### src/rtl/tsw_pkg.sv
// Shared types and constants of the timestamp to wall-clock converter.
package tsw_pkg;

  localparam int unsigned STAMP_BITS  = 32;
  localparam int unsigned TICK_BITS   = 64;
  localparam int unsigned FREQ_BITS   = 32;
  localparam int unsigned SEC_BITS    = 32;
  localparam int unsigned NS_BITS     = 30;
  localparam int unsigned US_BITS     = 20;
  localparam int unsigned QUEUE_DEPTH = 2;

  localparam logic [FREQ_BITS-1:0] TICK_FREQ_RESET = 32'd31250000;
  localparam logic [SEC_BITS-1:0]  SEC_MAX         = '1;
  localparam logic [NS_BITS-1:0]   NS_PER_SEC      = 30'd1000000000;
  localparam logic [NS_BITS:0]     NS_TWO_SEC      = 31'd2000000000;
  localparam logic [NS_BITS-1:0]   NS_MAX          = 30'd999999999;
  localparam logic [US_BITS-1:0]   US_PER_SEC      = 20'd1000000;
  localparam logic [US_BITS-1:0]   US_MAX          = 20'd999999;
  localparam logic [9:0]           NS_PER_US       = 10'd1000;
  localparam logic [8:0]           NS_HALF_US      = 9'd500;

  // Reciprocal of 1000 scaled by 2^40, rounded up; exact for inputs below 2^30.
  localparam logic [30:0]          US_RECIP        = 31'd1099511628;
  localparam int unsigned          US_SHIFT        = 40;

  typedef enum logic [0:0] {
    REQ_CONVERT = 1'b0,
    REQ_REBASE  = 1'b1
  } req_type_e;

  typedef enum logic [3:0] {
    BK_IDLE,
    BK_DIV1,
    BK_MUL,
    BK_DIV2S,
    BK_DIV2,
    BK_SUM,
    BK_NORM,
    BK_USM,
    BK_FIN
  } back_state_e;

  typedef struct packed {
    logic [TICK_BITS-1:0] tics;
    logic [SEC_BITS-1:0]  wall_sec;
    logic [US_BITS-1:0]   wall_usec;
  } tsw_entry_t;

endpackage

### src/rtl/nic_timestamp_to_wallclock.sv
// Top level of the NIC timestamp to wall-clock converter.
// A convert request extends the wrapping card stamp into a 64-bit tick count and
// returns the wall-clock time as seconds plus nanoseconds and as seconds plus
// rounded microseconds, both saturating; a rebase request returns nothing. A
// convert is done by two 64-step radix-2 divisions in one shared divider, and the
// next convert starts only once the previous result is loaded for output. The intake
// stage takes no new request while a convert waits to enter the two-entry queue
// in front of the divider, and a rebase is absorbed at once without waiting for
// conversions in flight.
module nic_timestamp_to_wallclock (
  input  logic        clk_i,
  input  logic        rst_ni,
  input  logic        in_valid_i,
  output logic        in_ready_o,
  input  logic        req_type_i,
  input  logic [31:0] stamp_i,
  input  logic [31:0] new_base_sec_i,
  input  logic [19:0] new_base_usec_i,
  output logic        out_valid_o,
  input  logic        out_ready_i,
  output logic [31:0] seconds_o,
  output logic [29:0] nanoseconds_o,
  output logic [31:0] usec_seconds_o,
  output logic [19:0] microseconds_o,
  input  logic        cfg_valid_i,
  output logic        cfg_ready_o,
  input  logic [31:0] cfg_tick_freq_i
);
  import tsw_pkg::*;

  logic [FREQ_BITS-1:0] tick_freq_q;
  logic                 push;
  logic                 full;
  logic                 pop;
  logic                 empty;
  tsw_entry_t           front_entry;
  tsw_entry_t           back_entry;

  assign cfg_ready_o = 1'b1;

  always_ff @(posedge clk_i or negedge rst_ni) begin
    if (!rst_ni) begin
      tick_freq_q <= TICK_FREQ_RESET;
    end else if (cfg_valid_i && cfg_ready_o) begin
      tick_freq_q <= cfg_tick_freq_i;
    end
  end

  tsw_front u_front (
    .clk_i           (clk_i),
    .rst_ni          (rst_ni),
    .in_valid_i      (in_valid_i),
    .in_ready_o      (in_ready_o),
    .req_type_i      (req_type_i),
    .stamp_i         (stamp_i),
    .new_base_sec_i  (new_base_sec_i),
    .new_base_usec_i (new_base_usec_i),
    .push_o          (push),
    .entry_o         (front_entry),
    .full_i          (full)
  );

  tsw_queue u_queue (
    .clk_i   (clk_i),
    .rst_ni  (rst_ni),
    .push_i  (push),
    .entry_i (front_entry),
    .full_o  (full),
    .pop_i   (pop),
    .entry_o (back_entry),
    .empty_o (empty)
  );

  tsw_back u_back (
    .clk_i          (clk_i),
    .rst_ni         (rst_ni),
    .freq_i         (tick_freq_q),
    .empty_i        (empty),
    .entry_i        (back_entry),
    .pop_o          (pop),
    .out_valid_o    (out_valid_o),
    .out_ready_i    (out_ready_i),
    .seconds_o      (seconds_o),
    .nanoseconds_o  (nanoseconds_o),
    .usec_seconds_o (usec_seconds_o),
    .microseconds_o (microseconds_o)
  );

endmodule

### src/rtl/tsw_front.sv
// Request intake: extends stamps into the running tick count and handles rebase.
module tsw_front (
  input  logic                               clk_i,
  input  logic                               rst_ni,
  input  logic                               in_valid_i,
  output logic                               in_ready_o,
  input  logic                               req_type_i,
  input  logic [31:0]                        stamp_i,
  input  logic [31:0]                        new_base_sec_i,
  input  logic [19:0]                        new_base_usec_i,
  output logic                               push_o,
  output tsw_pkg::tsw_entry_t                entry_o,
  input  logic                               full_i
);
  import tsw_pkg::*;

  logic [STAMP_BITS-1:0] last_q, last_d;
  logic [TICK_BITS-1:0]  running_q, running_d;
  logic [TICK_BITS-1:0]  base_q, base_d;
  logic [SEC_BITS-1:0]   wsec_q, wsec_d;
  logic [US_BITS-1:0]    wusec_q, wusec_d;
  logic                  pend_q, pend_d;
  logic [STAMP_BITS-1:0] st;
  logic [STAMP_BITS-1:0] delta;
  logic                  accept;

  assign st         = stamp_i[STAMP_BITS-1:0];
  assign delta      = st - last_q;
  assign in_ready_o = !pend_q;
  assign accept     = in_valid_i && in_ready_o;
  assign push_o     = pend_q;

  assign entry_o.tics      = running_q - base_q;
  assign entry_o.wall_sec  = wsec_q;
  assign entry_o.wall_usec = wusec_q;

  always_comb begin
    last_d    = last_q;
    running_d = running_q;
    base_d    = base_q;
    wsec_d    = wsec_q;
    wusec_d   = wusec_q;
    pend_d    = pend_q && full_i;
    if (accept) begin
      if (req_type_i == REQ_REBASE) begin
        running_d = TICK_BITS'(st);
        base_d    = TICK_BITS'(st);
        wsec_d    = new_base_sec_i;
        wusec_d   = new_base_usec_i;
      end else begin
        running_d = running_q + TICK_BITS'(delta);
        last_d    = st;
        pend_d    = 1'b1;
      end
    end
  end

  always_ff @(posedge clk_i or negedge rst_ni) begin
    if (!rst_ni) begin
      last_q    <= '0;
      running_q <= '0;
      base_q    <= '0;
      wsec_q    <= '0;
      wusec_q   <= '0;
      pend_q    <= 1'b0;
    end else begin
      last_q    <= last_d;
      running_q <= running_d;
      base_q    <= base_d;
      wsec_q    <= wsec_d;
      wusec_q   <= wusec_d;
      pend_q    <= pend_d;
    end
  end

endmodule

### src/rtl/tsw_queue.sv
// Short queue of converted tick counts between the front and the back.
module tsw_queue (
  input  logic                clk_i,
  input  logic                rst_ni,
  input  logic                push_i,
  input  tsw_pkg::tsw_entry_t entry_i,
  output logic                full_o,
  input  logic                pop_i,
  output tsw_pkg::tsw_entry_t entry_o,
  output logic                empty_o
);
  import tsw_pkg::*;

  localparam int unsigned PTR_BITS = (QUEUE_DEPTH > 1) ? $clog2(QUEUE_DEPTH) : 1;
  localparam int unsigned CNT_BITS = $clog2(QUEUE_DEPTH + 1);

  tsw_entry_t            mem_q [QUEUE_DEPTH];
  logic [PTR_BITS-1:0]   wr_q, wr_d;
  logic [PTR_BITS-1:0]   rd_q, rd_d;
  logic [CNT_BITS-1:0]   cnt_q, cnt_d;
  logic                  do_push;
  logic                  do_pop;

  assign full_o  = (cnt_q == CNT_BITS'(QUEUE_DEPTH));
  assign empty_o = (cnt_q == '0);
  assign do_push = push_i && !full_o;
  assign do_pop  = pop_i && !empty_o;
  assign entry_o = mem_q[rd_q];

  always_comb begin
    wr_d  = wr_q;
    rd_d  = rd_q;
    cnt_d = cnt_q;
    if (do_push) begin
      wr_d = (wr_q == PTR_BITS'(QUEUE_DEPTH - 1)) ? '0 : wr_q + 1'b1;
    end
    if (do_pop) begin
      rd_d = (rd_q == PTR_BITS'(QUEUE_DEPTH - 1)) ? '0 : rd_q + 1'b1;
    end
    if (do_push && !do_pop) begin
      cnt_d = cnt_q + 1'b1;
    end else if (do_pop && !do_push) begin
      cnt_d = cnt_q - 1'b1;
    end
  end

  always_ff @(posedge clk_i) begin
    if (do_push) begin
      mem_q[wr_q] <= entry_i;
    end
  end

  always_ff @(posedge clk_i or negedge rst_ni) begin
    if (!rst_ni) begin
      wr_q  <= '0;
      rd_q  <= '0;
      cnt_q <= '0;
    end else begin
      wr_q  <= wr_d;
      rd_q  <= rd_d;
      cnt_q <= cnt_d;
    end
  end

endmodule

### src/rtl/tsw_div.sv
// Radix-2 restoring divider, 64-bit dividend by 32-bit divisor, one bit per cycle.
module tsw_div (
  input  logic        clk_i,
  input  logic        rst_ni,
  input  logic        start_i,
  input  logic [63:0] num_i,
  input  logic [31:0] den_i,
  output logic        done_o,
  output logic [63:0] quo_o,
  output logic [31:0] rem_o
);
  import tsw_pkg::*;

  localparam int unsigned DIV_STEPS = TICK_BITS;
  localparam int unsigned CNT_BITS  = $clog2(DIV_STEPS);

  logic                  busy_q;
  logic                  done_q;
  logic [CNT_BITS-1:0]   cnt_q;
  logic [TICK_BITS-1:0]  quo_q;
  logic [FREQ_BITS-1:0]  rem_q;
  logic [FREQ_BITS-1:0]  den_q;
  logic [FREQ_BITS:0]    shifted;
  logic [FREQ_BITS:0]    diff;
  logic                  ge;

  assign shifted = {rem_q, quo_q[TICK_BITS-1]};
  assign ge      = (shifted >= {1'b0, den_q});
  assign diff    = shifted - {1'b0, den_q};
  assign done_o  = done_q;
  assign quo_o   = quo_q;
  assign rem_o   = rem_q;

  always_ff @(posedge clk_i or negedge rst_ni) begin
    if (!rst_ni) begin
      busy_q <= 1'b0;
      done_q <= 1'b0;
      cnt_q  <= '0;
    end else begin
      done_q <= 1'b0;
      if (start_i) begin
        busy_q <= 1'b1;
        cnt_q  <= '0;
      end else if (busy_q) begin
        cnt_q <= cnt_q + 1'b1;
        if (cnt_q == CNT_BITS'(DIV_STEPS - 1)) begin
          busy_q <= 1'b0;
          done_q <= 1'b1;
        end
      end
    end
  end

  always_ff @(posedge clk_i) begin
    if (start_i) begin
      quo_q <= num_i;
      rem_q <= '0;
      den_q <= den_i;
    end else if (busy_q) begin
      quo_q <= {quo_q[TICK_BITS-2:0], ge};
      rem_q <= ge ? diff[FREQ_BITS-1:0] : shifted[FREQ_BITS-1:0];
    end
  end

endmodule

### src/rtl/tsw_back.sv
// Conversion sequencer: divides elapsed ticks, adds the wall base and forms both outputs.
module tsw_back (
  input  logic                clk_i,
  input  logic                rst_ni,
  input  logic [31:0]         freq_i,
  input  logic                empty_i,
  input  tsw_pkg::tsw_entry_t entry_i,
  output logic                pop_o,
  output logic                out_valid_o,
  input  logic                out_ready_i,
  output logic [31:0]         seconds_o,
  output logic [29:0]         nanoseconds_o,
  output logic [31:0]         usec_seconds_o,
  output logic [19:0]         microseconds_o
);
  import tsw_pkg::*;

  back_state_e           state_q, state_d;
  logic                  div_start;
  logic [TICK_BITS-1:0]  div_num;
  logic [FREQ_BITS-1:0]  freq_eff;
  logic                  div_done;
  logic [TICK_BITS-1:0]  div_quo;
  logic [FREQ_BITS-1:0]  div_rem;

  logic [SEC_BITS-1:0]   wsec_q;
  logic [US_BITS-1:0]    wusec_q;
  logic [SEC_BITS-1:0]   whole_q;
  logic                  sat_q;
  logic [61:0]           prod_q;
  logic [NS_BITS-1:0]    frac_q;
  logic [NS_BITS:0]      ns_sum_q;
  logic [SEC_BITS:0]     sec_sum_q;
  logic [NS_BITS-1:0]    ns_q;
  logic [SEC_BITS-1:0]   total_q;
  logic [60:0]           usp_q;

  logic                  ge1;
  logic                  ge2;
  logic [SEC_BITS+1:0]   total_w;
  logic [US_BITS:0]      us_raw;
  logic                  us_carry;
  logic [SEC_BITS:0]     usec_sec_w;
  logic                  out_free;
  logic                  load_out;

  logic                  out_valid_q;
  logic [SEC_BITS-1:0]   seconds_q;
  logic [NS_BITS-1:0]    nanoseconds_q;
  logic [SEC_BITS-1:0]   usec_seconds_q;
  logic [US_BITS-1:0]    microseconds_q;

  assign freq_eff = (freq_i == '0) ? FREQ_BITS'(1) : freq_i;
  assign div_num  = (state_q == BK_IDLE) ? entry_i.tics : TICK_BITS'(prod_q);

  tsw_div u_div (
    .clk_i   (clk_i),
    .rst_ni  (rst_ni),
    .start_i (div_start),
    .num_i   (div_num),
    .den_i   (freq_eff),
    .done_o  (div_done),
    .quo_o   (div_quo),
    .rem_o   (div_rem)
  );

  assign ge2     = (ns_sum_q >= NS_TWO_SEC);
  assign ge1     = (ns_sum_q >= (NS_BITS + 1)'(NS_PER_SEC));
  assign total_w = (SEC_BITS + 2)'(sec_sum_q) + (SEC_BITS + 2)'({ge2, ge1 && !ge2});

  assign us_raw     = usp_q[US_SHIFT +: US_BITS + 1];
  assign us_carry   = (us_raw >= (US_BITS + 1)'(US_PER_SEC));
  assign usec_sec_w = (SEC_BITS + 1)'(total_q) + (SEC_BITS + 1)'(us_carry);

  assign out_free = !out_valid_q || out_ready_i;

  always_comb begin
    state_d   = state_q;
    div_start = 1'b0;
    pop_o     = 1'b0;
    load_out  = 1'b0;
    case (state_q)
      BK_IDLE: begin
        if (!empty_i) begin
          pop_o     = 1'b1;
          div_start = 1'b1;
          state_d   = BK_DIV1;
        end
      end
      BK_DIV1: begin
        if (div_done) begin
          state_d = BK_MUL;
        end
      end
      BK_MUL:   state_d = BK_DIV2S;
      BK_DIV2S: begin
        div_start = 1'b1;
        state_d   = BK_DIV2;
      end
      BK_DIV2: begin
        if (div_done) begin
          state_d = BK_SUM;
        end
      end
      BK_SUM:  state_d = BK_NORM;
      BK_NORM: state_d = BK_USM;
      BK_USM:  state_d = BK_FIN;
      BK_FIN: begin
        if (out_free) begin
          load_out = 1'b1;
          state_d  = BK_IDLE;
        end
      end
      default: state_d = BK_IDLE;
    endcase
  end

  always_ff @(posedge clk_i or negedge rst_ni) begin
    if (!rst_ni) begin
      state_q <= BK_IDLE;
    end else begin
      state_q <= state_d;
    end
  end

  always_ff @(posedge clk_i) begin
    case (state_q)
      BK_IDLE: begin
        wsec_q  <= entry_i.wall_sec;
        wusec_q <= entry_i.wall_usec;
      end
      BK_DIV1: begin
        if (div_done) begin
          whole_q <= div_quo[SEC_BITS-1:0];
          sat_q   <= |div_quo[TICK_BITS-1:SEC_BITS];
        end
      end
      BK_MUL: begin
        prod_q <= 62'(NS_PER_SEC) * 62'(div_rem);
      end
      BK_DIV2: begin
        if (div_done) begin
          frac_q <= div_quo[NS_BITS-1:0];
        end
      end
      BK_SUM: begin
        ns_sum_q  <= (NS_BITS + 1)'(frac_q) + (NS_BITS + 1)'(wusec_q) * (NS_BITS + 1)'(NS_PER_US);
        sec_sum_q <= (SEC_BITS + 1)'(whole_q) + (SEC_BITS + 1)'(wsec_q);
      end
      BK_NORM: begin
        if (ge2) begin
          ns_q <= NS_BITS'(ns_sum_q - NS_TWO_SEC);
        end else if (ge1) begin
          ns_q <= NS_BITS'(ns_sum_q - (NS_BITS + 1)'(NS_PER_SEC));
        end else begin
          ns_q <= ns_sum_q[NS_BITS-1:0];
        end
        total_q <= total_w[SEC_BITS-1:0];
        sat_q   <= sat_q || (total_w[SEC_BITS+1:SEC_BITS] != '0);
      end
      BK_USM: begin
        usp_q <= 61'(ns_q + NS_BITS'(NS_HALF_US)) * 61'(US_RECIP);
      end
      default: begin
      end
    endcase
  end

  always_ff @(posedge clk_i or negedge rst_ni) begin
    if (!rst_ni) begin
      out_valid_q <= 1'b0;
    end else if (load_out) begin
      out_valid_q <= 1'b1;
    end else if (out_ready_i) begin
      out_valid_q <= 1'b0;
    end
  end

  always_ff @(posedge clk_i) begin
    if (load_out) begin
      if (sat_q) begin
        seconds_q      <= SEC_MAX;
        nanoseconds_q  <= NS_MAX;
        usec_seconds_q <= SEC_MAX;
        microseconds_q <= US_MAX;
      end else begin
        seconds_q     <= total_q;
        nanoseconds_q <= ns_q;
        if (usec_sec_w[SEC_BITS]) begin
          usec_seconds_q <= SEC_MAX;
          microseconds_q <= US_MAX;
        end else begin
          usec_seconds_q <= usec_sec_w[SEC_BITS-1:0];
          microseconds_q <= us_carry ? US_BITS'(us_raw - (US_BITS + 1)'(US_PER_SEC))
                                     : us_raw[US_BITS-1:0];
        end
      end
    end
  end

  assign out_valid_o    = out_valid_q;
  assign seconds_o      = seconds_q;
  assign nanoseconds_o  = nanoseconds_q;
  assign usec_seconds_o = usec_seconds_q;
  assign microseconds_o = microseconds_q;

endmodule

### config.mk
export PLATFORM = sky130hd
export DESIGN_NAME = nic_timestamp_to_wallclock
export DESIGN_NICKNAME = d
export VERILOG_FILES = /design/src/rtl/tsw_pkg.sv /design/src/rtl/nic_timestamp_to_wallclock.sv /design/src/rtl/tsw_front.sv /design/src/rtl/tsw_queue.sv /design/src/rtl/tsw_div.sv /design/src/rtl/tsw_back.sv
export SDC_FILE = /design/constraint.sdc
export NUM_CORES = 2
export LEC_CHECK = 0
export BUFFER_PORTS_ARGS = -buffer_cell sky130_fd_sc_hd__buf_4
export CORE_ASPECT_RATIO = 1.2
export CORE_MARGIN = 2
export CORE_UTILIZATION = 30
export CTS_BUF_LIST = sky130_fd_sc_hd__clkbuf_16
export DETAILED_ROUTE_END_ITERATION = 12
export GPL_TIMING_DRIVEN = 0
export PLACE_DENSITY_LB_ADDON = 0.08
export SYNTH_ARGS = -nofsm -noshare
export SYNTH_HDL_FRONTEND = slang
export SYNTH_SLANG_ARGS = --single-unit
### constraint.sdc
create_clock -name clk_i -period 23 [get_ports clk_i]
set_input_delay 2.3 -clock clk_i [delete_from_list [all_inputs] [get_ports clk_i]]
set_output_delay 2.3 -clock clk_i [all_outputs]
set_load 0.02 [all_outputs]
# After elaboration in Yosys (flattened, before gate mapping)
# Memory sizes are Yosys's and may differ from the RTL's.
# Cells that the tools add are included.
[totals]
reg_bits = 825
ramBits = 232
inputBits = 122
out_inout_bits = 117
wordCells = 143
mem_count = 1
[op_classes]
addsub = 17
n_mul = 3
order_cmp = 4
eq_ne = 14
muxes = 38
n_bitwise = 1
n_reduce_logical = 32
[mem_list]
columns = ["name", "depth", "width", "read_ports", "rd_clocked_by_memory_dff", "write_ports", "line", "rtl"]
rows = [
  ["u_queue.mem_q", 2, 116, 1, 0, 1, "tsw_queue.sv:17", "tsw_entry_t mem_q [QUEUE_DEPTH];"],
]
[op_table]
columns = ["operator", "count"]
rows = [
  ["64-bit two-way mux", 4],
  ["64-bit by 32-bit adder with 64-bit output", 1],
  ["32-bit subtractor", 2],
  ["64-bit by 32-bit subtractor with 64-bit output", 1],
  ["61-bit by 29-bit multiplier with 59-bit output, second input constant", 1],
  ["30-bit two-way mux", 2],
  ["30-bit subtractor, second input constant", 2],
  ["21-bit by 32-bit multiplier with 53-bit output, first input constant", 1],
  ["4-bit case mux with 9 select lines", 1],
  ["33-bit by 2-bit adder with 34-bit output", 1],
  ["32-bit by 1-bit adder with 33-bit output", 1],
  ["32-bit by 32-bit adder with 33-bit output", 1],
  ["33-bit by 32-bit >= comparator with 1-bit output", 1],
  ["32-bit logical NOT", 1],
  ["32-bit two-way mux", 1],
  ["32-bit OR reduction", 1],
  ["30-bit by 30-bit adder with 31-bit output", 1],
  ["30-bit by 9-bit adder with 31-bit output, second input constant", 1],
  ["31-bit by 30-bit >= comparator with 1-bit output, second input constant", 1],
  ["31-bit >= comparator, second input constant", 1],
  ["20-bit by 7-bit multiplier with 27-bit output, second input constant", 1],
  ["21-bit by 20-bit >= comparator with 1-bit output, second input constant", 1],
  ["20-bit two-way mux", 1],
  ["20-bit subtractor, second input constant", 1],
  ["other kinds (27)", 79],
]

# Depth between registers and ports, before layout
[depth]
ltp_word = 7
ltp_mapped = 34
ltp_nobuf = 34

# Cells and area by module
# From an unflattened synthesis, not the netlist that was laid out.
[hier_totals]
cells_unflattened = 7287
hier_area_um2 = 81388.1
[modules_own_cells]
columns = ["module", "instances", "cells_per_inst", "area_per_inst_um2", "seq_area_each_um2"]
rows = [
  ["tsw_back", 1, 4541, 50734.9, 13007.5],
  ["tsw_front", 1, 1690, 13360.3, 4529.3],
  ["tsw_queue", 1, 380, 8678.3, 7066.8],
  ["tsw_div", 1, 606, 7241.9, 3723.6],
  ["nic_timestamp_to_wallclock", 1, 70, 1372.6, 817.0],
]

# Worst setup path before layout
# Ideal clock, no wire load.
[synth_timing]
kind = "register to register"
start = "register u_back.ns_q[4]"
end = "register u_back.usp_q[60], data pin"
setup_time_ns = 0.259
t_arrival_ns = 8.869
required_ns = 22.741
slack_ns = 13.871
stages_incl_launch_ff = 34
period_less_slack_ns = 9.129
path_cell_list = "edfxtp_1 > or4_1 > a211oi_1 > nand3b_1 > nor2_1 > nand3_1 > nor2_1 > xor2_1 > ha_1 > fa_1 > fa_1 > inv_1 > fa_1 > inv_1 > fa_1 > inv_1 > fa_1 > inv_1 > fa_1 > inv_1 > fa_1 > inv_1 > ha_1 > nand3_1 > nor4_1 > and2_1 > nand3_1 > a211oi_1 > a211oi_2 > o211a_1 > o41ai_1 > a21o_1 > a21oi_1 > xnor2_1"
[synth_between]
elab_chain_len = 2
[synth_lines]
columns = ["item", "line", "rtl"]
rows = [
  ["start: declaration", "tsw_back.sv:34", "logic [NS_BITS-1:0] ns_q;"],
  ["start signal: assignment", "tsw_back.sv:152", "ns_q <= NS_BITS'(ns_sum_q - NS_TWO_SEC);"],
  ["start signal: assignment", "tsw_back.sv:154", "ns_q <= NS_BITS'(ns_sum_q - (NS_BITS + 1)'(NS_PER_SEC));"],
  ["start signal: assignment", "tsw_back.sv:156", "ns_q <= ns_sum_q[NS_BITS-1:0];"],
  ["30-bit by 9-bit adder with 31-bit output", "tsw_back.sv:162", "usp_q <= 61'(ns_q + NS_BITS'(NS_HALF_US)) * 61'(US_RECIP);"],
  ["61-bit by 29-bit multiplier with 59-bit output", "tsw_back.sv:162", ""],
  ["end signal: assignment", "tsw_back.sv:162", ""],
  ["end: declaration", "tsw_back.sv:36", "logic [60:0] usp_q;"],
]
# No other way between the ends.
# A chain may end at the register's enable or synchronous reset.

# Worst setup path in the final report
# Ends and elaborated chain as after synthesis.

==> summary.txt <==
Final layout
  • Area of the multi-input gates: 45100 um2
  • Share of layout cells above drive strength 1: 0.0897
  • Layout fillers: 26100
  • P&R area growth vs syn: 13.9%
  • Net total in the final layout: 9237
  • Register Area: 29100 um2
  • Most frequent cells in the layout: inv_1, ha_1, edfxtp_1
  • Commonest non-fill, non-tap cell in the layout: inv_1
  • Non-filler cells in the finished layout: 11100

Critical path
  • Reg-to-Reg Start: u_back.ns_q[4]
  • Reg2reg setup slack: about 12000 ps
  • FF-to-FF End: u_back.usp_q[60]
  • Crit end category: flip-flop
  • Startpoint Class: flip-flop
  • Max stage delay on crit path: 730 ps
  • Arrival time worst endpoint: ~12000 ps
  • R2R depth: 32
  • Critical Path Fanout Max: 9
  • Worst EP required: 23490 ps
  • CP Class: reg -> reg
  • Slowest cell on crit path: xnor2_1

Yosys
  • Post-synth top area cell: edfxtp_1
  • Synth Area per Inst: 11.0 um2
  • Async SR Flop Fraction: 0.226
  • Xor/xnor share of the synthesized area: 0.0458
  • Largest family of logic cells by synthesized area: adder cells
  • Simple-gate area share of the yosys netlist: 0.0888
  • Top_reg_cell synth: edfxtp_1
  • Portion of netlist area occupied by mux cells: 0.0244
  • Post-Syn Nets: 8836
  • EDFF count, synth: 757
  • Share of the synthesized area in the top cell type: 0.289
  • Post-Synth Adder-Cell Area: 0.314
  • Post-synthesis cell count: just over 7000
  • Cell variety after synth: 88
  • Synth warn: 0
  • FF+latch count, synth: 1019
  • Dominant cells by area after synthesis: edfxtp_1, fa_1, ha_1
  • Mapped cell area: 78700 um2
  • Seq/Total Area, Yosys: 0.370
  • Compound-Gate Fraction of Synth Area: 0.0966

Clock network
  • CTS buffer count: between 100 and 150
  • Post-CTS Setup Repair Bufs: 0
  • CTS root buf: clkbuf_16
  • CTS sink cnt: 1019
  • Hold_buf cts: 0
  • Worst-Skew Late Latency: 790 ps
  • TritonCTS clock tree: done
  • CTS clk-pin slew, worst paths: 70 ps
  • H-tree Lvls: 3
  • Post-CTS resize count: 0
  • CTS max path bufs: 3

Timing
  • RSZ-0062 raised after global routing: false
  • Final Skew: between 60 and 70 ps
  • Final setup TNS: 0 ps
  • Final Max Tran Viols: 0
  • FMAX: 0.0885 GHz
  • Final setup fails: 0
  • Final Cycle Share: 0.491
  • Relative slew slack: 0.116
  • Final hold vios: 0
  • Worst-margin pin slew: 1330 ps
  • Min cycle time layout: 11300 ps

Global route
  • Initial antenna violation count: 9
  • Gr usage total: 0.177
  • Global-route wire length before repair: 358000 um
  • Vias in the first global route: 56300
  • Largest net degree at the start of global routing: 104
  • GR Overflow Total: 0

Die
  • Starting Density: 0.302
  • Die Area: 266000 um2
  • Area of the core: roughly 260000 um2
  • Die Span Y: 565 um
  • Die X: 472 um
  • IO Pins: 239
  • Core Rows: 205

Hold path
  • Hold Path End: u_back.ns_sum_q[0]
  • Hold crit path type: reg -> reg
  • Min-delay src: u_back.frac_q[0]
  • WHS Path Cells: 0

Drt
  • Vias per cell: 4.71
  • ANT nets after route: 0
  • Post-route DRC: 0
  • Wire length per cell: 21.1 um
  • Final wirelength: roughly 230000 um
  • Drt first pass iters: 5
  • Initial DRC Count: 2491
  • Via Count: 52200

Run status
  • Outcome: complete, no violations

Job
  • MaxCap Viol Count: 0

Place
  • Dpl cells: 10800
  • GP Congestion: ~0.87
  • Final HPWL DP: 193000 um
  • IO buf count: about 240
## synthesized netlist by cell type (13+ instances only)
master and instances:
inv_1 1034, ha_1 895, edfxtp_1 757, fa_1 676, nand2_1 608, o21ai_0 393, a21oi_1 309, nor2_1 268
xnor2_1 260, dfrtp_1 217, clkbuf_1 187, xor2_1 151, a21o_1 147, nand3_1 113, mux2i_1 95, mux2_2 86
and3_1 79, nor3_1 72, or2_2 67, nand4_1 57, nor2b_1 51, nand2b_1 50, a211oi_1 45, nor4_1 45
o21a_1 40, o21bai_1 40, and2_1 33, dfxtp_1 32, a31oi_1 29, o31ai_1 27, o211ai_1 21, a21boi_0 17
dfstp_2 13, or3_1 13
## metal layers
| layer | share of wire | global-route usage | vias up |
|---|---|---|---|
| met5 | 0 | 0 | - |
| met4 | 0.020 | 0.0385 | 0 |
| met3 | 0.025 | 0.0185 | 202 |
| met2 | 0.52 | 0.328 | 636 |
| met1 | 0.43 | 0.221 | 26100 |
| li1 | - | - | 25200 |
## final cells by class
type,count,share of cell area
multi-input combinational,4878,0.503
sequential,1019,0.325
tap,3415,0.0477
inverter,1036,0.0434
clock buffer,120,0.0335
timing repair buffer,281,0.0283
clock inverter,103,0.00994
buffer,210,0.00906
antenna,5,0.000140
## kinds of logic (layout without fill, tap and decap cells)
group	count (synthesis)	in the layout
compound gates	1221	1221
flops	1019	1019
mux	181	181
other cells	1	6
simple gates	1493	1493
buf+inv	1246	1750
fa+ha+maj	1571	1571
xor+xnor	411	411
## worst max-delay path by stage
stage / from / end / cells after the start
global route: u_back.ns_q[4] / u_back.usp_q[60] / 32
global placement: u_back.ns_q[4] / u_back.usp_q[60] / 33
finish: u_back.ns_q[4] / u_back.usp_q[60] / 32
floorplan: u_back.ns_q[4] / u_back.usp_q[60] / 33
detailed placement: u_back.ns_q[4] / u_back.usp_q[60] / 30
CTS: u_back.ns_q[4] / u_back.usp_q[60] / 30
## sequential cells by signal, indices dropped and copies added (netlist names), 33 cells and up
name / cells
u_front.running_q: 64
u_back.u_div.quo_o: 64
u_back.prod_q: 53
u_queue.mem_q: 232
u_back.sec_sum_q: 33
## per-stage QoR
step                worst slack (ps)   util  hold WS, ps  instance area, um2
global placement               11180  0.325          401               84700
detailed placement             11610  0.329          406               85700
global route                   11200  0.344          424               89600
CTS                            11490  0.344          420               89600
floorplan                      13870      -          400               78700
finish                         11700  0.344          416               89600
## critical path: cells and delay by family, from the launching register on
kind	cells	cell delay (ps)
DFF	1	530
and+or+nand+nor	9	2490
xor gates and xnor gates	2	870
AOI/OAI and AO/OA	7	2330
adders and majority gates	9	3950
buffers and inverters	5	810
Power is left out: the tool's default activity adds up to more than one toggle a clock period on the data nets, which glitch-free logic cannot reach.
